--- src/rtl/core/gwlm_pkg.sv ---
// ----------------------------------------------------------------------------
// gwlm_pkg - shared definitions for the wildcard list matcher
// Sizes, character codes, command codes and the structs between modules.
// ----------------------------------------------------------------------------
package gwlm_pkg;

	localparam int PatLen  = 32;
	localparam int CntW    = $clog2(PatLen + 1);
	localparam int IdxW    = (PatLen > 1) ? $clog2(PatLen) : 1;
	localparam int PosN    = PatLen + 1;
	localparam int PropLvl = (PosN > 1) ? $clog2(PosN) : 1;

	localparam logic [7:0] ChStar  = 8'h2A;
	localparam logic [7:0] ChOne   = 8'h3F;
	localparam logic [7:0] ChSep   = 8'h3B;
	localparam logic [7:0] ChUpA   = 8'h41;
	localparam logic [7:0] ChUpZ   = 8'h5A;
	localparam logic [7:0] CaseBit = 8'h20;

	typedef enum logic [1:0] {
		CMD_CLEAR   = 2'd0,
		CMD_APPEND  = 2'd1,
		CMD_SUBJECT = 2'd2,
		CMD_END     = 2'd3
	} cmd_t;

	// Control from the top level to the pattern store.
	typedef struct packed {
		logic       clear;
		logic       append;
		logic [7:0] wdata;
	} store_ctrl_t;

	// Control from the top level to the position tracker.
	typedef struct packed {
		logic restart;
		logic step;
	} nfa_ctrl_t;

	// Per-position views of the stored pattern, against the current beat.
	typedef struct packed {
		logic [PosN-1:0]   start;
		logic [PosN-1:0]   prop;
		logic [PatLen-1:0] star;
		logic [PatLen-1:0] lit;
		logic [PosN-1:0]   accept;
		logic              overflow;
	} pat_info_t;

endpackage

--- src/rtl/core/gwlm_pattern_store.sv ---
// ----------------------------------------------------------------------------
// gwlm_pattern_store - pattern list registers and per-position decode
// Holds the pattern bytes, fill count and overflow flag, and decodes every
// position in parallel against the subject byte in the input register.
// ----------------------------------------------------------------------------
module gwlm_pattern_store (
	input  logic                  clk,
	input  logic                  arst_n,
	input  gwlm_pkg::store_ctrl_t ctrl,
	input  logic [7:0]            char_code,
	input  logic                  case_sensitive,
	output gwlm_pkg::pat_info_t   info
);

	logic [7:0]                  store_q [gwlm_pkg::PatLen];
	logic [gwlm_pkg::CntW-1:0]   count_q;
	logic                        overflow_q;

	logic [gwlm_pkg::PatLen-1:0] valid;
	logic [gwlm_pkg::PatLen-1:0] is_star;
	logic [gwlm_pkg::PatLen-1:0] is_sep;
	logic [gwlm_pkg::PatLen-1:0] eq;
	logic [gwlm_pkg::PatLen-1:0] any_one;
	logic [7:0]                  char_f;

	function automatic logic [7:0] fold(input logic [7:0] c, input logic cs);
		if (!cs && c >= gwlm_pkg::ChUpA && c <= gwlm_pkg::ChUpZ) begin
			return c | gwlm_pkg::CaseBit;
		end
		return c;
	endfunction

	always_ff @(posedge clk) begin
		if (ctrl.append && count_q < gwlm_pkg::CntW'(gwlm_pkg::PatLen)) begin
			store_q[count_q[gwlm_pkg::IdxW-1:0]] <= ctrl.wdata;
		end
	end

	always_ff @(posedge clk or negedge arst_n) begin
		if (!arst_n) begin
			count_q    <= '0;
			overflow_q <= 1'b0;
		end else if (ctrl.clear) begin
			count_q    <= '0;
			overflow_q <= 1'b0;
		end else if (ctrl.append) begin
			if (count_q < gwlm_pkg::CntW'(gwlm_pkg::PatLen)) begin
				count_q <= count_q + 1'b1;
			end else begin
				overflow_q <= 1'b1;
			end
		end
	end

	assign char_f = fold(char_code, case_sensitive);

	always_comb begin
		for (int i = 0; i < gwlm_pkg::PatLen; i++) begin
			valid[i]   = gwlm_pkg::CntW'(i) < count_q;
			is_star[i] = valid[i] && store_q[i] == gwlm_pkg::ChStar;
			is_sep[i]  = valid[i] && store_q[i] == gwlm_pkg::ChSep;
			any_one[i] = store_q[i] == gwlm_pkg::ChOne;
			eq[i]      = fold(store_q[i], case_sensitive) == char_f;
		end
	end

	// An alternative ends at the fill count or just before a separator; an
	// end straight after a separator (or at the start) is an empty one.
	always_comb begin
		info.accept[0] = 1'b0;
		for (int i = 1; i <= gwlm_pkg::PatLen; i++) begin
			if (i < gwlm_pkg::PatLen) begin
				info.accept[i] = (count_q == gwlm_pkg::CntW'(i) || is_sep[i])
					&& store_q[i-1] != gwlm_pkg::ChSep;
			end else begin
				info.accept[i] = count_q == gwlm_pkg::CntW'(i)
					&& store_q[i-1] != gwlm_pkg::ChSep;
			end
		end
	end

	assign info.start    = {is_sep, 1'b1};
	assign info.prop     = {is_star, 1'b0};
	assign info.star     = is_star;
	assign info.lit      = valid & ~is_star & ~is_sep & (any_one | eq);
	assign info.overflow = overflow_q;

endmodule

--- src/rtl/core/gwlm_nfa.sv ---
// ----------------------------------------------------------------------------
// gwlm_nfa - active position vector of the pattern automaton
// Advances the position bits by one subject byte per beat and evaluates the
// match condition for the end-of-subject beat.
// ----------------------------------------------------------------------------
module gwlm_nfa (
	input  logic                clk,
	input  logic                arst_n,
	input  gwlm_pkg::nfa_ctrl_t ctrl,
	input  gwlm_pkg::pat_info_t info,
	output logic                matched
);

	logic [gwlm_pkg::PosN-1:0] active_q;
	logic                      fresh_q;
	logic [gwlm_pkg::PosN-1:0] start_vec;
	logic [gwlm_pkg::PosN-1:0] cur;
	logic [gwlm_pkg::PosN-1:0] moved;
	logic [gwlm_pkg::PosN-1:0] next_vec;

	// Every active star also activates the position after it; runs of stars
	// are covered by a parallel prefix over the propagate bits.
	function automatic logic [gwlm_pkg::PosN-1:0] close_stars(
		input logic [gwlm_pkg::PosN-1:0] v,
		input logic [gwlm_pkg::PosN-1:0] t
	);
		logic [gwlm_pkg::PosN-1:0] acc;
		logic [gwlm_pkg::PosN-1:0] prop;
		acc  = v;
		prop = t;
		for (int k = 0; k < gwlm_pkg::PropLvl; k++) begin
			acc  = acc | (prop & (acc << (1 << k)));
			prop = prop & (prop << (1 << k));
		end
		return acc;
	endfunction

	assign start_vec = close_stars(info.start, info.prop);
	assign cur       = fresh_q ? start_vec : active_q;

	always_comb begin
		moved = '0;
		for (int i = 0; i < gwlm_pkg::PatLen; i++) begin
			moved[i]   = moved[i] | (cur[i] & info.star[i]);
			moved[i+1] = cur[i] & info.lit[i];
		end
	end

	assign next_vec = close_stars(moved, info.prop);
	assign matched  = |(cur & info.accept);

	always_ff @(posedge clk or negedge arst_n) begin
		if (!arst_n) begin
			active_q <= '0;
			fresh_q  <= 1'b1;
		end else if (ctrl.restart) begin
			active_q <= '0;
			fresh_q  <= 1'b1;
		end else if (ctrl.step) begin
			active_q <= next_vec;
			fresh_q  <= 1'b0;
		end
	end

endmodule

--- src/rtl/core/glob_wildcard_list_matcher_unit.sv ---
// ----------------------------------------------------------------------------
// glob_wildcard_list_matcher_unit - streaming wildcard pattern-list matcher
// ----------------------------------------------------------------------------
// The input channel (in_valid/in_ready) carries one command beat: clear the
// pattern, append a pattern byte, feed a subject byte or end the subject.
// Pattern alternatives are separated by ';', '*' matches any run of bytes
// and '?' any one byte. Only an end-of-subject beat gives a result on the
// output channel (out_valid/out_ready): matched and pattern_overflow.
// A beat is taken into an input register and worked on from there, where
// the position vector and the result register are updated. One beat is
// taken every cycle unless an end-of-subject beat has to wait for room.
// While a result waits in the output register, other beats still proceed;
// only a further end-of-subject beat holds in the input register until the
// receiver takes the pending result. Reset empties the pattern, clears the
// overflow flag, starts a fresh subject and sets case_sensitive to 0, so
// letter case is ignored. cfg_wr_en writes case_sensitive; the user must
// do so only while idle, as the block itself does not enforce it.
// ----------------------------------------------------------------------------
module glob_wildcard_list_matcher_unit (
	input  logic       clk,
	input  logic       arst_n,
	input  logic       cfg_wr_en,
	input  logic       cfg_wr_data,
	input  logic       in_valid,
	output logic       in_ready,
	input  logic [1:0] cmd,
	input  logic [7:0] char_code,
	output logic       out_valid,
	input  logic       out_ready,
	output logic       matched,
	output logic       pattern_overflow
);

	logic                  case_sensitive_q;
	logic                  valid_s1;
	gwlm_pkg::cmd_t        cmd_s1;
	logic [7:0]            char_s1;
	logic                  out_valid_q;
	logic                  matched_q;
	logic                  overflow_q;

	logic                  advance;
	logic                  nfa_matched;
	gwlm_pkg::store_ctrl_t store_ctrl;
	gwlm_pkg::nfa_ctrl_t   nfa_ctrl;
	gwlm_pkg::pat_info_t   info;

	// An end-of-subject beat needs room in the output register.
	assign advance  = valid_s1
		&& (cmd_s1 != gwlm_pkg::CMD_END || !out_valid_q || out_ready);
	assign in_ready = !valid_s1 || advance;

	always_ff @(posedge clk or negedge arst_n) begin
		if (!arst_n) begin
			case_sensitive_q <= 1'b0;
		end else if (cfg_wr_en) begin
			case_sensitive_q <= cfg_wr_data;
		end
	end

	always_ff @(posedge clk or negedge arst_n) begin
		if (!arst_n) begin
			valid_s1 <= 1'b0;
		end else if (in_ready) begin
			valid_s1 <= in_valid;
		end
	end

	always_ff @(posedge clk) begin
		if (in_ready && in_valid) begin
			cmd_s1  <= gwlm_pkg::cmd_t'(cmd);
			char_s1 <= char_code;
		end
	end

	always_comb begin
		store_ctrl.clear  = 1'b0;
		store_ctrl.append = 1'b0;
		store_ctrl.wdata  = char_s1;
		nfa_ctrl.restart  = 1'b0;
		nfa_ctrl.step     = 1'b0;
		if (advance) begin
			unique case (cmd_s1)
				gwlm_pkg::CMD_CLEAR: begin
					store_ctrl.clear = 1'b1;
					nfa_ctrl.restart = 1'b1;
				end
				gwlm_pkg::CMD_APPEND: begin
					store_ctrl.append = 1'b1;
					nfa_ctrl.restart  = 1'b1;
				end
				gwlm_pkg::CMD_SUBJECT: begin
					nfa_ctrl.step = 1'b1;
				end
				gwlm_pkg::CMD_END: begin
					nfa_ctrl.restart = 1'b1;
				end
				default: begin
				end
			endcase
		end
	end

	gwlm_pattern_store u_store (
		.clk            (clk),
		.arst_n         (arst_n),
		.ctrl           (store_ctrl),
		.char_code      (char_s1),
		.case_sensitive (case_sensitive_q),
		.info           (info)
	);

	gwlm_nfa u_nfa (
		.clk     (clk),
		.arst_n  (arst_n),
		.ctrl    (nfa_ctrl),
		.info    (info),
		.matched (nfa_matched)
	);

	always_ff @(posedge clk or negedge arst_n) begin
		if (!arst_n) begin
			out_valid_q <= 1'b0;
		end else if (advance && cmd_s1 == gwlm_pkg::CMD_END) begin
			out_valid_q <= 1'b1;
		end else if (out_ready) begin
			out_valid_q <= 1'b0;
		end
	end

	always_ff @(posedge clk) begin
		if (advance && cmd_s1 == gwlm_pkg::CMD_END) begin
			matched_q  <= nfa_matched;
			overflow_q <= info.overflow;
		end
	end

	assign out_valid        = out_valid_q;
	assign matched          = matched_q;
	assign pattern_overflow = overflow_q;

endmodule

--- config.mk ---
export PLATFORM = sky130hd
export DESIGN_NAME = glob_wildcard_list_matcher_unit
export DESIGN_NICKNAME = d
export VERILOG_FILES = /design/src/rtl/core/gwlm_pkg.sv /design/src/rtl/core/gwlm_pattern_store.sv /design/src/rtl/core/gwlm_nfa.sv /design/src/rtl/core/glob_wildcard_list_matcher_unit.sv
export SDC_FILE = /design/constraint.sdc
export NUM_CORES = 1
export LEC_CHECK = 0
export BUFFER_PORTS_ARGS = -buffer_cell sky130_fd_sc_hd__buf_4
export CORE_MARGIN = 2
export CORE_UTILIZATION = 30
export CTS_BUF_LIST = sky130_fd_sc_hd__clkbuf_16
export CTS_CLUSTER_DIAMETER = 50
export DETAILED_ROUTE_END_ITERATION = 12
export GPL_ROUTABILITY_DRIVEN = 1
export PLACE_DENSITY = 0.49
export SYNTH_ARGS = -nofsm -noshare
export SYNTH_HDL_FRONTEND = slang
export SYNTH_SLANG_ARGS = --single-unit
--- constraint.sdc ---
create_clock -name clk -period 5 [get_ports clk]
set_input_delay 0.5 -clock clk [delete_from_list [all_inputs] [get_ports clk]]
set_output_delay 0.5 -clock clk [all_outputs]
set_load 0.02 [all_outputs]
==> summary.txt <==
Synth
  • Mapped cell area: 21800 sq um
  • Multiplexer share of the synthesized area: 0.00282
  • Register area share after synthesis: 0.421
  • Syn Area/Cell: 9.29 sq um
  • Syn nets: 2361
  • EDFF count, synth: 268
  • #FFs+latches synth: 312
  • Library cells used by synthesis: 110
  • Fraction of the mapped netlist area in compound gates: 0.189
  • Main combinational cell family by area after synthesis: simple AND/OR/NAND/NOR gates
  • Prevailing post-synth register cell: edfxtp_1
  • Ys async rst share: 0.141
  • Adder-cell share of the synthesized area: 0.00230
  • Synth warn: 0
  • Post-Synth XOR/XNOR Area: 0.104
  • Post-Synth Simple-Gate Area: 0.252
  • Mapped Cells: 2341

Timing
  • Final min period: 4.95 ns
  • Final period utilization: 0.989
  • Slew headroom: 0.287
  • Pins Over Slew Limit: 0
  • Unrepaired setup endpoints after global routing: no
  • Final Hold Vio Count: 0
  • Worst-margin pin slew: 1.06 ns
  • Final Skew: 0.0294 ns
  • Highest clock rate: 0.202 GHz
  • Count of final setup violators: 0

Job
  • Max-cap violations: 0

Global routing
  • Number of global-route vias before repair: 19.7k
  • Initial antenna violation count: 0
  • First-pass GRT wire length: 129 mm
  • Pin count of the biggest net entering global routing: 45
  • Grt total ovfl: 0
  • Total Routing Usage GR: 0.229

Clocking
  • Buffers from clock root to sink, at most: 3
  • # H-tree levels: 2
  • TritonCTS buffer count: 52
  • Worst-path clk slew: 0.06 ns
  • CTS Root Cell: clkbuf_16
  • CTS tree: built
  • Clk_lat worst skew: 0.61 ns
  • Post-CTS Setup Inserts: 0
  • CTS sink count: 312

Floorplanning
  • DIE AREA: 74700 sq um
  • Die height: 273 um
  • Initial Util: 0.304
  • Die span in x: 273 um
  • I/O pins: 20
  • Core Box Area: 71600 sq um
  • Rows: 98

Route
  • Wire length on met2: 37.6 mm
  • Routed wl met3: 6.79 mm
  • DRC viols: 0
  • First-pass iteration count of the detailed router: 5
  • Vias: 20.3k
  • M1 WL: 39.4 mm
  • DRT Wirelength: 87.1 mm
  • DR iter-0 viols: 2295
  • DRT antenna net count: 0
  • Via density: 5.90
  • Top Layer Used: met4
  • Wire length per cell: 25.3 um

Outcome
  • Run status: finished clean

Setup path
  • Crit Path Max Fanout: 6
  • WS Path Type: flop to flop
  • CP Cell Sequence: buf_4 -> or3_1 -> o211ai_1 -> o21ai_0 -> a21oi_1 -> nor2_1 -> a311oi_2 -> o21ai_0 -> nand2_1 -> nand2b_1 -> a221oi_1 -> o221ai_1 -> o21ai_0 -> a21oi_1
  • CP Launch Type: flop
  • Critical path's slowest cell: a21oi_1
  • Req. time, crit path: 5.48 ns
  • CP most frequent cell: o21ai_0
  • CP Capture Type: flop
  • Crit-path max cell delay: 0.54 ns
  • Arrival time worst endpoint: 5.42 ns

Power
  • Total power: 7.22 mW
  • Clock power share: 0.480
  • Peak VDD IR: 0.261 mV
  • Switching Share: 0.275
  • Power density cells: 282 nW/um^2
  • Register share of total power: 0.402
  • Internal: 5.24 mW
  • Psw: 1.99 mW
  • Leakage power: 8.31 nW
  • Power share of the combinational group: 0.118

Final layout
  • Layout cells sized above 1: 0.146
  • Antenna diodes: 0
  • Fin cells: 3443
  • Commonest cells after routing, fill and taps aside: edfxtp_1 (268), nor2_1 (216), nand2_1 (206), buf_4 (166), xnor2_1 (138)
  • Commonest non-fill, non-tap cell in the layout: edfxtp_1
  • Fin nets: 2469
  • Area grow syn2layout: 17.6%
  • Final core utilization: 0.357

Hold path
  • Type of the tightest min-delay check: input pin to flop

Place
  • Dpl hpwl: 64.2 mm
  • Port Buffers: 19
  • Gp weighted congestion: 1.01
  • Dpl cells: 3344
-- metrics by stage --
stage	setup slack [ns]	hold slack (ns)	setup TNS, ns	cell area, sq um
after floorplan	0.786	0.204	0	21800
after detailed placement	0.0301	0.464	0	23900
final	0.0535	0.0689	0	25600
after global placement	-0.102	0.450	-0.102	23900
after CTS	0.0876	0.0449	0	25600
after global routing	0.00128	0.0479	0	25600
-- layout make-up --
class                      count  area [sq um]
fill                        7280         46000
multi-input combinational   1878         12000
sequential                   312          9150
timing repair buffer         174          1400
clock buffer                  53          1330
tap                          950          1190
clock inverter                45           365
inverter                      31           116
-- flip-flops by register name (all words and copies together) (netlist names) --
signal / cells
case_sensitive_q: 1
char_s1: 8
cmd_s1: 2
matched: 1
out_valid: 1
pattern_overflow: 1
u_nfa.active_q: 33
u_nfa.fresh_q: 1
u_store.count_q: 6
u_store.overflow_q: 1
u_store.store_q: 256
valid_s1: 1
-- power by group through the flow --
stage	Clock, mW	Sequential (mW)	Combinational (mW)
after detailed placement	0	2.95	0.830
final	3.47	2.90	0.851
after CTS	3.55	2.90	0.835
after global placement	0	2.95	0.831
after global routing	3.66	2.90	0.898
after floorplan	0	2.95	0.427
-- critical path: cells and delay by family, from the launching register on --
kind                   cells  cell delay [ns]
AOI/OAI and AO/OA          9             3.22
and+or+nand+nor            4             0.84
DFF                        1             0.52
buffers and inverters      1             0.25
-- synthesized netlist by cell type (9+ instances only) --
cell type,n,area (sq um)
buf_1,17,63.8
a311oi_1,9,78.8
a211oi_1,21,158
or4_1,21,158
nand4b_1,10,87.6
or2_2,31,194
nand3b_1,10,75.1
nand4_1,56,350
dfrtp_1,43,1080
xnor2_1,138,1210
nor4_1,58,363
a31oi_1,48,300
nor3b_1,20,150
o21ai_0,90,450
o211ai_1,25,188
nor4b_1,10,87.6
o31ai_1,10,75.1
a22oi_1,9,67.6
edfxtp_1,268,8050
nand2b_1,25,156
nor3_1,108,541
a21boi_0,9,67.6
a41oi_1,11,96.3
and2_1,22,138
buf_2,30,150
a211o_1,9,78.8
nand3_1,92,460
a21oi_1,119,596
nor2b_1,10,62.6
nand2_1,206,773
a21o_1,27,203
o21a_1,17,128
inv_1,30,113
a32oi_1,15,131
or3_1,37,231
o22ai_1,24,150
nor2_1,216,811
xor2_1,121,1060
clkbuf_1,70,263
and3_1,28,175
-- per-layer routing --
metal / GRT usage / up-vias
li1: - / 9197
met1: 0.324 / 10000
met2: 0.349 / 911
met3: 0.0418 / 179
met4: 0.0798 / 0
met5: 0 / -
-- logic make-up after synthesis --
group	Yosys count
and+or+nand+nor	1029
AOI/OAI and AO/OA	580
DFF	312
xor gates and xnor gates	259
buffers and inverters	151
muxes	6
adders and majority gates	4
-- final timing paths --
path                            slack [ns]                 end  depth (start not counted)               start
worst max-delay path                  0.05  u_nfa.active_q[30]                         14  u_store.count_q[4]
min in group asynchronous             0.51            valid_s1                          2              arst_n
worst max register to register        0.05  u_nfa.active_q[30]                         14  u_store.count_q[4]
max in group asynchronous             3.90  u_store.count_q[5]                          2              arst_n
worst min-delay path                  0.07           cmd_s1[1]                          1              cmd[1]
worst min register to register        0.48   u_nfa.active_q[6]                          2   u_nfa.active_q[6]
-- repair_timing --
| item | in CTS | in global routing |
|---|---|---|
| endpoints found under the hold margin | 2 | 0 |
| setup endpoints to repair | 1 | 10 |
| resized for setup | 1 | 11 |
| pin swaps | 0 | 1 |
| hold buffers | 1 | 0 |
No activity file was read; power rests on OpenSTA's default activity.
